$ cat config.mk
export PLATFORM = sky130hd
export DESIGN_NAME = stick_scaling_and_arming_flat
export DESIGN_NICKNAME = d
export VERILOG_FILES = /design/src/hw/rtl/ssa_pkg.sv /design/src/hw/rtl/ssa_ifs.sv /design/src/hw/rtl/ssa_div_lane.sv /design/src/hw/rtl/ssa_arm.sv /design/src/hw/rtl/stick_scaling_and_arming.sv /design/src/flat_wrapper.sv
export VERILOG_INCLUDE_DIRS = /design/src /design/src/hw/rtl
export SDC_FILE = /design/constraint.sdc
export NUM_CORES = 1
export LEC_CHECK = 0
export BUFFER_PORTS_ARGS = -buffer_cell sky130_fd_sc_hd__clkbuf_2
export CAP_MARGIN = 40
export CORE_MARGIN = 2
export CORE_UTILIZATION = 40
export CTS_BUF_LIST = sky130_fd_sc_hd__clkbuf_8
export DETAILED_ROUTE_END_ITERATION = 8
export SYNTH_ARGS = -nofsm -noshare
export SYNTH_HDL_FRONTEND = slang
export SYNTH_SLANG_ARGS = --single-unit
$ cat constraint.sdc
create_clock -name clk -period 4 [get_ports clk]
set_input_delay 0.8 -clock clk [delete_from_list [all_inputs] [get_ports clk]]
set_output_delay 0.8 -clock clk [all_outputs]
set_load 0.005 [all_outputs]
$ cat src/hw/rtl/assert_macros.svh
// ----------------------------------------------------------------------------
// assertion macros
// short wrappers for clocked concurrent checks with async active-low reset
// ----------------------------------------------------------------------------
`ifndef ASSERT_MACROS_SVH
`define ASSERT_MACROS_SVH

// expression holds at every edge out of reset
`define CHK_ALWAYS(lbl, clk, rstn, expr, msg) \
	lbl: assert property (@(posedge clk) disable iff (!rstn) (expr)) else $error(msg);

// antecedent implies consequent in the same cycle
`define CHK_IMPLY(lbl, clk, rstn, ante, cons, msg) \
	lbl: assert property (@(posedge clk) disable iff (!rstn) (ante) |-> (cons)) else $error(msg);

// antecedent implies consequent in the next cycle
`define CHK_NEXT(lbl, clk, rstn, ante, cons, msg) \
	lbl: assert property (@(posedge clk) disable iff (!rstn) (ante) |=> (cons)) else $error(msg);

`endif

$ cat src/hw/rtl/ssa_pkg.sv
// ----------------------------------------------------------------------------
// ssa_pkg
// shared widths, codes and types of the stick scaling and arming block
// ----------------------------------------------------------------------------
package ssa_pkg;

	localparam int STICK_W = 12;
	localparam int SCALE_W = 8;
	localparam int CMD_W   = 15;
	localparam int ARM_W   = 2;
	localparam int IDX_W   = 2;
	localparam int DATA_W  = 12;
	localparam int LANES   = 3;

	// magnitude of (x - center) * 4
	localparam int MAG_W   = 14;

	localparam logic [STICK_W-1:0] CENTER_US   = 12'd1500;
	localparam logic [STICK_W-1:0] LOW_THR_RST = 12'd1100;
	localparam logic [STICK_W-1:0] HI_THR_RST  = 12'd1900;
	localparam logic [SCALE_W-1:0] SCALE_RST   = 8'd4;

	// register indexes
	localparam logic [IDX_W-1:0] REG_LOW_THR  = 2'd0;
	localparam logic [IDX_W-1:0] REG_HIGH_THR = 2'd1;
	localparam logic [IDX_W-1:0] REG_RP_SCALE = 2'd2;
	localparam logic [IDX_W-1:0] REG_YAW_SCALE = 2'd3;

	// reported arming codes
	localparam logic [ARM_W-1:0] ARM_OFF  = 2'd0;
	localparam logic [ARM_W-1:0] ARM_PEND = 2'd1;
	localparam logic [ARM_W-1:0] ARM_ON   = 2'd2;

	typedef struct packed {
		logic [ARM_W-1:0] status;
		logic             clear_integrals;
		logic             clear_feedback;
		logic             rezero_request;
	} arm_flags_t;

	typedef struct packed {
		logic                    done;
		logic signed [CMD_W-1:0] value;
	} lane_res_t;

endpackage

$ cat src/hw/rtl/ssa_ifs.sv
// ----------------------------------------------------------------------------
// ssa channel interfaces
// frame input, command output and register write channels
// ----------------------------------------------------------------------------
interface ssa_frame_if;
	import ssa_pkg::*;
	logic               valid;
	logic               ready;
	logic [STICK_W-1:0] roll_in;
	logic [STICK_W-1:0] pitch_in;
	logic [STICK_W-1:0] yaw_in;
	logic [STICK_W-1:0] throttle_in;
	modport source (output valid, roll_in, pitch_in, yaw_in, throttle_in, input ready);
	modport sink   (input valid, roll_in, pitch_in, yaw_in, throttle_in, output ready);
endinterface

interface ssa_cmd_if;
	import ssa_pkg::*;
	logic                    valid;
	logic                    ready;
	logic signed [CMD_W-1:0] roll_out;
	logic signed [CMD_W-1:0] pitch_out;
	logic signed [CMD_W-1:0] yaw_out;
	logic [STICK_W-1:0]      throttle_out;
	logic [ARM_W-1:0]        arm_status;
	logic                    clear_integrals;
	logic                    clear_feedback;
	logic                    rezero_request;
	modport source (output valid, roll_out, pitch_out, yaw_out, throttle_out, arm_status,
		clear_integrals, clear_feedback, rezero_request, input ready);
	modport sink   (input valid, roll_out, pitch_out, yaw_out, throttle_out, arm_status,
		clear_integrals, clear_feedback, rezero_request, output ready);
endinterface

interface ssa_cfg_if;
	import ssa_pkg::*;
	logic              valid;
	logic              ready;
	logic [IDX_W-1:0]  index;
	logic [DATA_W-1:0] data;
	modport source (output valid, index, data, input ready);
	modport sink   (input valid, index, data, output ready);
endinterface

$ cat src/hw/rtl/ssa_div_lane.sv
// ----------------------------------------------------------------------------
// ssa_div_lane
// one rescale lane: (x - 1500) * 4 / scale + 1500, restoring divider
// ----------------------------------------------------------------------------
`include "assert_macros.svh"

module ssa_div_lane (
	input  logic                           clk,
	input  logic                           arst_n,
	input  logic                           start,
	input  logic                           ack,
	input  logic [ssa_pkg::STICK_W-1:0]    x,
	input  logic [ssa_pkg::SCALE_W-1:0]    scale,
	output ssa_pkg::lane_res_t             res
);
	import ssa_pkg::*;

	typedef enum logic [2:0] {
		L_IDLE = 3'b001,
		L_RUN  = 3'b010,
		L_DONE = 3'b100
	} lane_state_t;

	localparam int CNT_W = $clog2(MAG_W);

	lane_state_t              state_q;
	logic [CNT_W-1:0]         cnt_q;
	logic [MAG_W-1:0]         acc_q;
	logic [SCALE_W-1:0]       rem_q;
	logic [SCALE_W-1:0]       div_q;
	logic                     neg_q;

	logic signed [STICK_W:0]  diff;
	logic [STICK_W-1:0]       abs_diff;
	logic [SCALE_W:0]         trial;
	logic                     ge;
	logic [SCALE_W:0]         trial_sub;
	logic [CMD_W-1:0]         q_ext;
	logic [CMD_W-1:0]         q_signed;

	// signed offset from center, magnitude times four
	assign diff     = $signed({1'b0, x}) - $signed({1'b0, CENTER_US});
	assign abs_diff = diff[STICK_W] ? STICK_W'(-diff) : diff[STICK_W-1:0];

	// one quotient bit per cycle
	assign trial     = {rem_q, acc_q[MAG_W-1]};
	assign ge        = trial >= {1'b0, div_q};
	assign trial_sub = trial - {1'b0, div_q};

	always_ff @(posedge clk or negedge arst_n) begin
		if (!arst_n) begin
			state_q <= L_IDLE;
			cnt_q   <= '0;
		end else begin
			case (state_q)
				L_IDLE: begin
					if (start) begin
						state_q <= L_RUN;
						cnt_q   <= CNT_W'(MAG_W - 1);
					end
				end
				L_RUN: begin
					cnt_q <= cnt_q - 1'b1;
					if (cnt_q == '0) begin
						state_q <= L_DONE;
					end
				end
				L_DONE: begin
					if (ack) begin
						state_q <= L_IDLE;
					end
				end
				default: begin
					state_q <= L_IDLE;
				end
			endcase
		end
	end

	always_ff @(posedge clk) begin
		if (state_q == L_IDLE && start) begin
			acc_q <= {abs_diff, 2'b00};
			rem_q <= '0;
			div_q <= (scale == '0) ? SCALE_W'(1) : scale;
			neg_q <= diff[STICK_W];
		end else if (state_q == L_RUN) begin
			acc_q <= {acc_q[MAG_W-2:0], ge};
			rem_q <= ge ? trial_sub[SCALE_W-1:0] : trial[SCALE_W-1:0];
		end
	end

	assign q_ext    = {1'b0, acc_q};
	assign q_signed = neg_q ? CMD_W'(-q_ext) : q_ext;

	assign res.done  = (state_q == L_DONE);
	assign res.value = $signed(q_signed + CMD_W'(CENTER_US));

	`CHK_IMPLY(a_start_idle, clk, arst_n, start, state_q == L_IDLE, "lane started while busy")
	`CHK_IMPLY(a_rem_below, clk, arst_n, state_q == L_RUN, rem_q < div_q,
		"partial remainder not below divisor")
	`CHK_NEXT(a_run_ends, clk, arst_n, state_q == L_RUN && cnt_q == '0, state_q == L_DONE,
		"divider did not finish on last step")

endmodule

$ cat src/hw/rtl/ssa_arm.sv
// ----------------------------------------------------------------------------
// ssa_arm
// stick-gesture arming machine and pulse flags for one frame
// ----------------------------------------------------------------------------
module ssa_arm (
	input  logic                        clk,
	input  logic                        arst_n,
	input  logic                        update,
	input  logic [ssa_pkg::STICK_W-1:0] roll,
	input  logic [ssa_pkg::STICK_W-1:0] pitch,
	input  logic [ssa_pkg::STICK_W-1:0] yaw,
	input  logic [ssa_pkg::STICK_W-1:0] throttle,
	input  logic [ssa_pkg::STICK_W-1:0] low_thr,
	input  logic [ssa_pkg::STICK_W-1:0] high_thr,
	output ssa_pkg::arm_flags_t         flags
);
	import ssa_pkg::*;

	typedef enum logic [2:0] {
		A_OFF  = 3'b001,
		A_PEND = 3'b010,
		A_ON   = 3'b100
	} arm_state_t;

	arm_state_t state_q;
	arm_state_t state_d;
	logic       thr_low;
	logic       yaw_high;
	logic       yaw_low;
	logic       fb;

	assign thr_low  = throttle < low_thr;
	assign yaw_high = yaw > high_thr;
	assign yaw_low  = yaw < low_thr;

	// steps in model order: pending->armed, disarmed->pending, low yaw disarms
	always_comb begin
		state_d = state_q;
		fb      = 1'b0;
		if (thr_low) begin
			if (yaw_high && state_q == A_PEND) begin
				state_d = A_ON;
				fb      = 1'b1;
			end else if (yaw_high && state_q == A_OFF) begin
				state_d = A_PEND;
			end
			if (yaw_low) begin
				state_d = A_OFF;
			end
		end
	end

	always_comb begin
		case (state_d)
			A_OFF:   flags.status = ARM_OFF;
			A_PEND:  flags.status = ARM_PEND;
			A_ON:    flags.status = ARM_ON;
			default: flags.status = ARM_OFF;
		endcase
		flags.clear_integrals = thr_low;
		flags.clear_feedback  = fb;
		flags.rezero_request  = thr_low && yaw_low && (roll > high_thr) && (pitch < low_thr);
	end

	always_ff @(posedge clk or negedge arst_n) begin
		if (!arst_n) begin
			state_q <= A_OFF;
		end else if (update) begin
			state_q <= state_d;
		end
	end

endmodule

$ cat src/hw/rtl/stick_scaling_and_arming.sv
// ----------------------------------------------------------------------------
// stick_scaling_and_arming
// rescales roll, pitch and yaw about center and runs the stick arming machine
// ----------------------------------------------------------------------------
// usage
// - frame: valid/ready channel, one item is one radio frame of four widths
// - cmd: valid/ready channel, one item per frame: three rescaled sticks,
//   throttle, arming status and three one-frame pulse flags
// - cfg: register writes (index, data), always ready; write only while idle
// - one frame in flight: frame.ready is high only while the lanes are free
// - each lane runs its 14-step restoring divider from frame accept; the merge
//   stage then registers the result and raises cmd.valid once the output is free
// - a new frame is accepted only after the last one is loaded into the output register
// - three divider lanes run in parallel, roll and pitch with roll_pitch_scale,
//   yaw with yaw_scale; the merge stage adds the arming flags and registers
// - a stalled cmd holds its item; finished lanes wait, frame.ready stays low
// - reset: arming state disarmed, registers at their defaults, channels empty
// ----------------------------------------------------------------------------
`include "assert_macros.svh"

module stick_scaling_and_arming (
	input  logic       clk,
	input  logic       arst_n,
	ssa_frame_if.sink  frame,
	ssa_cmd_if.source  cmd,
	ssa_cfg_if.sink    cfg
);
	import ssa_pkg::*;

	// configuration registers
	logic [STICK_W-1:0] low_thr_q;
	logic [STICK_W-1:0] high_thr_q;
	logic [SCALE_W-1:0] rp_scale_q;
	logic [SCALE_W-1:0] yaw_scale_q;

	// frame held for the merge stage
	logic [STICK_W-1:0] roll_q;
	logic [STICK_W-1:0] pitch_q;
	logic [STICK_W-1:0] yaw_q;
	logic [STICK_W-1:0] thr_q;
	logic               busy_q;

	// output register
	logic                    out_valid_q;
	logic signed [CMD_W-1:0] roll_out_q;
	logic signed [CMD_W-1:0] pitch_out_q;
	logic signed [CMD_W-1:0] yaw_out_q;
	logic [STICK_W-1:0]      thr_out_q;
	arm_flags_t              flags_out_q;

	logic               accept;
	logic               all_done;
	logic               load;
	logic [STICK_W-1:0] lane_x     [LANES];
	logic [SCALE_W-1:0] lane_scale [LANES];
	lane_res_t          lane_r     [LANES];
	arm_flags_t         arm_flags;

	assign cfg.ready   = 1'b1;
	assign frame.ready = !busy_q;
	assign accept      = frame.valid && frame.ready;

	// register writes, all indexes in use
	always_ff @(posedge clk or negedge arst_n) begin
		if (!arst_n) begin
			low_thr_q   <= LOW_THR_RST;
			high_thr_q  <= HI_THR_RST;
			rp_scale_q  <= SCALE_RST;
			yaw_scale_q <= SCALE_RST;
		end else if (cfg.valid && cfg.ready) begin
			case (cfg.index)
				REG_LOW_THR:   low_thr_q   <= cfg.data[STICK_W-1:0];
				REG_HIGH_THR:  high_thr_q  <= cfg.data[STICK_W-1:0];
				REG_RP_SCALE:  rp_scale_q  <= cfg.data[SCALE_W-1:0];
				REG_YAW_SCALE: yaw_scale_q <= cfg.data[SCALE_W-1:0];
				default: ;
			endcase
		end
	end

	// lane 0 roll, lane 1 pitch, lane 2 yaw
	assign lane_x[0]     = frame.roll_in;
	assign lane_x[1]     = frame.pitch_in;
	assign lane_x[2]     = frame.yaw_in;
	assign lane_scale[0] = rp_scale_q;
	assign lane_scale[1] = rp_scale_q;
	assign lane_scale[2] = yaw_scale_q;

	for (genvar i = 0; i < LANES; i++) begin : g_lane
		ssa_div_lane u_lane (
			.clk    (clk),
			.arst_n (arst_n),
			.start  (accept),
			.ack    (load),
			.x      (lane_x[i]),
			.scale  (lane_scale[i]),
			.res    (lane_r[i])
		);
	end

	// arming runs on the held frame and commits when the result is loaded
	ssa_arm u_arm (
		.clk      (clk),
		.arst_n   (arst_n),
		.update   (load),
		.roll     (roll_q),
		.pitch    (pitch_q),
		.yaw      (yaw_q),
		.throttle (thr_q),
		.low_thr  (low_thr_q),
		.high_thr (high_thr_q),
		.flags    (arm_flags)
	);

	// merge: all lanes done and the output register free or being emptied
	assign all_done = lane_r[0].done && lane_r[1].done && lane_r[2].done;
	assign load     = busy_q && all_done && (!out_valid_q || cmd.ready);

	always_ff @(posedge clk or negedge arst_n) begin
		if (!arst_n) begin
			busy_q      <= 1'b0;
			out_valid_q <= 1'b0;
		end else begin
			if (accept) begin
				busy_q <= 1'b1;
			end else if (load) begin
				busy_q <= 1'b0;
			end
			if (load) begin
				out_valid_q <= 1'b1;
			end else if (cmd.ready) begin
				out_valid_q <= 1'b0;
			end
		end
	end

	always_ff @(posedge clk) begin
		if (accept) begin
			roll_q  <= frame.roll_in;
			pitch_q <= frame.pitch_in;
			yaw_q   <= frame.yaw_in;
			thr_q   <= frame.throttle_in;
		end
		if (load) begin
			roll_out_q  <= lane_r[0].value;
			pitch_out_q <= lane_r[1].value;
			yaw_out_q   <= lane_r[2].value;
			thr_out_q   <= thr_q;
			flags_out_q <= arm_flags;
		end
	end

	assign cmd.valid           = out_valid_q;
	assign cmd.roll_out        = roll_out_q;
	assign cmd.pitch_out       = pitch_out_q;
	assign cmd.yaw_out         = yaw_out_q;
	assign cmd.throttle_out    = thr_out_q;
	assign cmd.arm_status      = flags_out_q.status;
	assign cmd.clear_integrals = flags_out_q.clear_integrals;
	assign cmd.clear_feedback  = flags_out_q.clear_feedback;
	assign cmd.rezero_request  = flags_out_q.rezero_request;

	`CHK_NEXT(a_accept_busy, clk, arst_n, accept, busy_q, "frame accepted without going busy")
	`CHK_ALWAYS(a_lanes_lockstep, clk, arst_n,
		lane_r[0].done == lane_r[1].done && lane_r[1].done == lane_r[2].done,
		"divider lanes out of step")
	`CHK_IMPLY(a_status_code, clk, arst_n, cmd.valid,
		cmd.arm_status == ARM_OFF || cmd.arm_status == ARM_PEND || cmd.arm_status == ARM_ON,
		"unreachable arming code reported")

endmodule

$ cat src/flat_wrapper.sv
// flat-port wrapper written by rule: the top's interface ports become plain ports
module stick_scaling_and_arming_flat import ssa_pkg::*;
  (clk, arst_n, frame_valid, frame_roll_in, frame_pitch_in, frame_yaw_in, frame_throttle_in, frame_ready, cmd_valid, cmd_roll_out, cmd_pitch_out, cmd_yaw_out, cmd_throttle_out, cmd_arm_status, cmd_clear_integrals, cmd_clear_feedback, cmd_rezero_request, cmd_ready, cfg_valid, cfg_index, cfg_data, cfg_ready);
  ssa_frame_if frame_i ();
  ssa_cmd_if cmd_i ();
  ssa_cfg_if cfg_i ();
  input  logic clk;
  input  logic arst_n;
  input wire logic [$bits(frame_i.valid)-1:0] frame_valid;
  input wire logic [$bits(frame_i.roll_in)-1:0] frame_roll_in;
  input wire logic [$bits(frame_i.pitch_in)-1:0] frame_pitch_in;
  input wire logic [$bits(frame_i.yaw_in)-1:0] frame_yaw_in;
  input wire logic [$bits(frame_i.throttle_in)-1:0] frame_throttle_in;
  output wire logic [$bits(frame_i.ready)-1:0] frame_ready;
  output wire logic [$bits(cmd_i.valid)-1:0] cmd_valid;
  output wire logic [$bits(cmd_i.roll_out)-1:0] cmd_roll_out;
  output wire logic [$bits(cmd_i.pitch_out)-1:0] cmd_pitch_out;
  output wire logic [$bits(cmd_i.yaw_out)-1:0] cmd_yaw_out;
  output wire logic [$bits(cmd_i.throttle_out)-1:0] cmd_throttle_out;
  output wire logic [$bits(cmd_i.arm_status)-1:0] cmd_arm_status;
  output wire logic [$bits(cmd_i.clear_integrals)-1:0] cmd_clear_integrals;
  output wire logic [$bits(cmd_i.clear_feedback)-1:0] cmd_clear_feedback;
  output wire logic [$bits(cmd_i.rezero_request)-1:0] cmd_rezero_request;
  input wire logic [$bits(cmd_i.ready)-1:0] cmd_ready;
  input wire logic [$bits(cfg_i.valid)-1:0] cfg_valid;
  input wire logic [$bits(cfg_i.index)-1:0] cfg_index;
  input wire logic [$bits(cfg_i.data)-1:0] cfg_data;
  output wire logic [$bits(cfg_i.ready)-1:0] cfg_ready;
  assign frame_i.valid = frame_valid;
  assign frame_i.roll_in = frame_roll_in;
  assign frame_i.pitch_in = frame_pitch_in;
  assign frame_i.yaw_in = frame_yaw_in;
  assign frame_i.throttle_in = frame_throttle_in;
  assign frame_ready = frame_i.ready;
  assign cmd_valid = cmd_i.valid;
  assign cmd_roll_out = cmd_i.roll_out;
  assign cmd_pitch_out = cmd_i.pitch_out;
  assign cmd_yaw_out = cmd_i.yaw_out;
  assign cmd_throttle_out = cmd_i.throttle_out;
  assign cmd_arm_status = cmd_i.arm_status;
  assign cmd_clear_integrals = cmd_i.clear_integrals;
  assign cmd_clear_feedback = cmd_i.clear_feedback;
  assign cmd_rezero_request = cmd_i.rezero_request;
  assign cmd_i.ready = cmd_ready;
  assign cfg_i.valid = cfg_valid;
  assign cfg_i.index = cfg_index;
  assign cfg_i.data = cfg_data;
  assign cfg_ready = cfg_i.ready;
  stick_scaling_and_arming u_core (.clk(clk), .arst_n(arst_n), .frame(frame_i), .cmd(cmd_i), .cfg(cfg_i));
endmodule
-- Word level (Yosys, flattened, before mapping)
Cells that the tools add are included.
- reductions and logical operators: 40
- $lt $le $gt $ge: 8
- mux-type cells: 38
- equal/unequal tests: 25
- add/sub/neg operators: 18
- operators by type and width (cell ; number):
    14-bit two-way mux ; 6
    15-bit by 11-bit adder with 15-bit output, second input constant ; 3
    15-bit two-way mux ; 3
    14-bit negator with 15-bit output ; 3
    12-bit by 11-bit subtractor with 13-bit output, second input constant ; 3
    12-bit < comparator ; 3
    12-bit two-way mux ; 3
    12-bit negator ; 3
    8-bit two-way mux ; 4
    9-bit by 8-bit greater-or-equal comparator with 1-bit output ; 3
    3-bit two-way mux ; 9
    3-bit one-hot mux with 3 select lines ; 3
    12-bit > comparator ; 2
    4-bit one-hot mux with 2 select lines ; 3
    8-bit subtractor ; 3
    8-bit zero test ; 2
    2-bit nonzero test ; 8
    3-bit by 2-bit == test with 1-bit output, second input constant ; 5
    2-bit != test, second input constant ; 7
    2-bit AND reduction ; 7
    1-bit logical AND ; 13
    3-bit by 1-bit == test with 1-bit output, second input constant ; 4
    3-bit == test, second input constant ; 4
    4-bit zero test ; 3
    11 further kinds ; 22
- word-level logic and storage cells: 169
- register bits after elaboration: 269
- output and inout bits: 65
- input port bits: 67

-- Longest topological paths before layout
- word-level depth: 8
- gate-level depth with buffers: 11
- mapped depth without buffers: 11

-- Hierarchy
A second synthesis with hierarchy kept.
- cells, all modules: 1495
- area total of the unflattened synthesis: 15783.9 um^2
- by module, submodules not included (module ; sequential area each (um^2) ; area each (um^2) ; cells an instance ; instances):
    ssa_div_lane (u_core.g_lane[1].u_lane ...) ; 1007.2 ; 3035.4 ; 367 ; 2
    stick_scaling_and_arming ; 4370.4 ; 4918.5 ; 207 ; 1
    ssa_div_lane (u_core.g_lane[0].u_lane) ; 1007.2 ; 3230.6 ; 365 ; 1
    ssa_arm ; 76.3 ; 1564.0 ; 189 ; 1

-- Worst setup path before layout
Ideal clock, no wire load.
- path type: input-to-reg
- start point: input port frame_valid
- end point: register u_core.g_lane[0].u_lane.cnt_q[2]
- buffers on the path: 1
- path slack: -0.417 ns
- cell stages on the path: 7
- library setup time: 0.083 ns
- arrival: 4.334 ns
- data required time: 3.917 ns
- path through: nor2b_1 nor3b_1 nand2b_1 clkbuf_1 nand2_1 o21ai_0 o21ai_0
- longest elaborated chain between the ends: 3
- ends and longest elaborated chain (element ; line ; RTL):
    start, declared ; flat_wrapper.sv:9 ; input wire logic [$bits(frame_i.valid)-1:0] frame_valid;
    1-bit logical AND ; stick_scaling_and_arming.sv:61 ; assign accept = frame.valid && frame.ready;
    2-bit != test (no source line) ; -- ;
    2-bit AND reduction (no source line) ; -- ;
    end signal, assigned ; ssa_div_lane.sv:59 ; cnt_q <= CNT_W'(MAG_W - 1);
    end signal, assigned ; ssa_div_lane.sv:63 ; cnt_q <= cnt_q - 1'b1;
    end, declared ; ssa_div_lane.sv:27 ; logic [CNT_W-1:0] cnt_q;
Every way passes these cells.
A chain may end at the register's enable or synchronous reset.

==> results.md <==
* Outcome: finished clean
* Net switching power at a little over 2 mW
* N_diodes at 0
* CP Max Fanout at 22
* Rel. slew slack at 0.4162
* # DRC at 0
* Peak VDD IR at approximately 0.22 mV
* Yosys Warn Count at 0
* Vias per cell at ~5.3
* Cts hold-fix bufs at 0
* Mapped cell area at 15130 um^2
* Pin count of the biggest net entering global routing at 56
* Critical Path End Type: flop
* Critical path class: flop to flop
* Post-route antenna net violation count at 0
* Resize count post-CTS at 0
* Cells after synthesis at ~1400
* Internal power at 5.086 mW
* Nets at about 1800
* CP Launch Type: flop
* Gr usage total at 0.1825
* TNS Setup at 0 ns
* Num rows at 71
* Top cell type by total area after synthesis: edfxtp_1
* Starting density of the core at 0.4036
* DR iter-0 viols at 680
* Final setup violation count at 0
* Hold crit path type: input port to asynchronous set/reset pin
* Final setup skew at about 0.025 ns
* Achievable clock frequency at 335.3 MHz
* CTS Sinks at 269
* Number of global-route vias before repair at between 10000 and 15000
* Synth area leaders: edfxtp_1 (34%), dfrtp_1 (8.1%), ha_1 (7.9%)
* CTS tree: yes
* Total grt overflow at 0
* Most frequent cells in the layout: edfxtp_1 (173), clkbuf_2 (129), inv_1 (124)
* Vias at between 10000 and 15000
* Synth top area share at 0.3433
* Hold slack at 0.1737 ns
* Die span in x at between 150 and 200 um
* Area delta synth->final at 14.60%
* Avg Cell Area, Syn at approximately 10 um^2
* Clock share of power at 0.354
* Pwr Density at about 410 nW/um^2
* Max Cap Viol at 0
* First-pass GRT wire length at 56480 um
* # fillers at 3615
* Measured slew at the worst slew-check pin at roughly 0.85 ns
* Unrepaired setup endpoints after global routing: no
* Final period utilization at 0.7455
* Ys async rst share at 0.2454
* DPL Wire Length at between 20000 and 30000 um
* Ports at ~130
* Syn nets at around 1600
* Commonest non-fill, non-tap cell in the layout: edfxtp_1
* Ys flop type: edfxtp_1
* Routability cong. at 0.8476
* Total die area at about 39000 um^2
* Layout cells sized above 1 at 0.1798
* Clk root buf: clkbuf_8
* Pleak at about 7 nW
* Max-slew violations at 0
* Num CTS Buffers at 48
* Synth cell types at approximately 80
* Worst skew pair latency at 0.59 ns
* Clock transition at path regs at roughly 0.06 ns
* Synthesized flop and latch total at between 200 and 300
* Detailed Route WL at about 36000 um
* Setup Fix Bufs, Post-CTS at 0
* Arrival @ worst endpoint at between 3 and 4 ns
* Final hold viol count at 0
* Reg2reg setup slack at approximately 1.0 ns
* WP data required at around 4.3 ns
* Initial antenna violation count at 0
* Switching Fraction at 0.2859
* Crit path time final at between 2 and 3 ns
* Comb power frac at 0.176
* Routed len/inst at roughly 17 um
* Htree depth at 2
* Clock Path Buffers at 3
* Die H at between 150 and 200 um
* Port buffer count at 130
* Sequential Power Share at 0.470
* Total core area at 37490 um^2
* Post-synth EDFFs at around 170
* Number of detailed-route iterations in the first pass at 5
* Sequential element share of the synthesized area at 0.4936
[path summary, 6_finish.rpt]
path,startpoint,to,cells past startpoint
worst max-delay path,u_core.g_lane[1].u_lane.neg_q$_DFFE_PP_,u_core.cmd.pitch_out[14]$_DFFE_PP_,9
worst min-delay path,arst_n,u_core.g_lane[2].u_lane.cnt_q[1]$_DFFE_PN0P_,2
worst max register to register,u_core.g_lane[1].u_lane.neg_q$_DFFE_PP_,u_core.cmd.pitch_out[14]$_DFFE_PP_,9
max in group asynchronous,arst_n,u_core.g_lane[0].u_lane.state_q[0]$_DFFE_PN1P_,3
min in group clk,frame_throttle_in[0],u_core.thr_q[0]$_DFFE_PP_,1
worst min register to register,u_core.thr_q[6]$_DFFE_PP_,u_core.cmd.throttle_out[6]$_DFFE_PP_,0
[layout make-up]
cell class	instances	area [um^2]	share of cell area
Timing Repair Buffer	144	799.5	0.04610
Clock buffer	53	729.5	0.04206
Multi-Input combinational cell	1016	7089	0.4088
Sequential cell	269	7468	0.4307
Clock inverter	37	221.5	0.01277
Inverter	105	394.1	0.02273
Tap cell	511	639.4	0.03687
[flip-flops by register name (all words and copies together), names as in the netlist, 9 cells and up]
name	cells
u_core.g_lane.u_lane.acc_q	42
u_core.g_lane.u_lane.div_q	24
u_core.g_lane.u_lane.rem_q	24
u_core.cmd.pitch_out	15
u_core.cmd.roll_out	15
u_core.cmd.yaw_out	15
u_core.cmd.throttle_out	12
u_core.g_lane.u_lane.cnt_q	12
u_core.high_thr_q	12
u_core.low_thr_q	12
u_core.pitch_q	12
u_core.roll_q	12
u_core.thr_q	12
u_core.yaw_q	12
u_core.g_lane.u_lane.state_q	9
[synthesized netlist by cell type, drive strengths merged (5+ instances only)]
cell type and count:
or3 17, inv 105, edfxtp 173, xor2 53, dfstp 17, nor3 32
o21bai 7, dfrtp 49, o41ai 10, o211ai 11, a22o 6, a21oi 92
nor4 5, nand2b 20, o22ai 8, clkbuf 53, dfxtp 30, o21ai 128
nand4b 5, nor2 75, nand3b 11, nand4 14, mux2 35, nand2 100
a211oi 7, and2 11, a21boi 9, nor3b 16, o21a 10, o31ai 15
o31a 5, xnor2 60, ha 96, nor2b 15, a31oi 8, or2 13
a21o 23, nand3 38, a32oi 6
[power groups by stage]
stage / registers, mW / clock network, mW / logic, mW
4_1_cts: 3.35 / 2.60 / 1.26
6_report: 3.35 / 2.52 / 1.25
3_3_place_gp: 3.39 / 0 / 1.21
3_5_place_dp: 3.40 / 0 / 1.25
2_1_floorplan: 3.33 / 0 / 0.945
5_1_grt: 3.37 / 2.72 / 1.43
[through the flow]
| stage | power [mW] | util | setup WS, ns | std cells | cell area, um^2 |
|---|---|---|---|---|---|
| after floorplan | 4.275 | - | 0.5148 | 1447 | 15130 |
| after global placement | 4.606 | 0.4358 | 1.003 | 2042 | 16340 |
| after detailed placement | 4.650 | 0.4372 | 0.9976 | 2045 | 16390 |
| after CTS | 7.209 | 0.4626 | 1.048 | 2135 | 17340 |
| after global routing | 7.513 | 0.4626 | 0.7608 | 2135 | 17340 |
| final | 7.122 | 0.4626 | 1.018 | 2135 | 17340 |
[per-layer routing]
layer,up-vias,GRT usage,part of all wire
met1,5365,0.2464,0.47
li1,5554,-,-
met5,-,0,0
met3,50,0.02865,0.043
met4,0,0.05003,0.018
met2,242,0.3050,0.47
[critical path, stage by stage (launching register included)]
cell,delay (ns)
edfxtp_1,0.79
nor2b_1,0.24
xnor2_1,0.11
ha_1,0.30
o211ai_1,0.14
nand3_1,0.15
a221oi_4,0.35
o21ai_2,0.15
a2111oi_2,0.40
xnor2_1,0.11
[kinds of logic (layout without fill, tap and decap cells)]
| kind of cell | after synthesis | after routing | share of synthesized area |
|---|---|---|---|
| and+or+nand+nor | 388 | 388 | 0.1313 |
| AOI/OAI and AO/OA | 376 | 376 | 0.1569 |
| DFF | 269 | 269 | 0.4936 |
| buffers and inverters | 162 | 339 | 0.04060 |
| xor gates and xnor gates | 113 | 113 | 0.06540 |
| adders and majority gates | 99 | 99 | 0.08335 |
| muxes | 39 | 39 | 0.02869 |
| other | 1 | 1 | 0.0002478 |
Power figures use the tool's default switching activity.
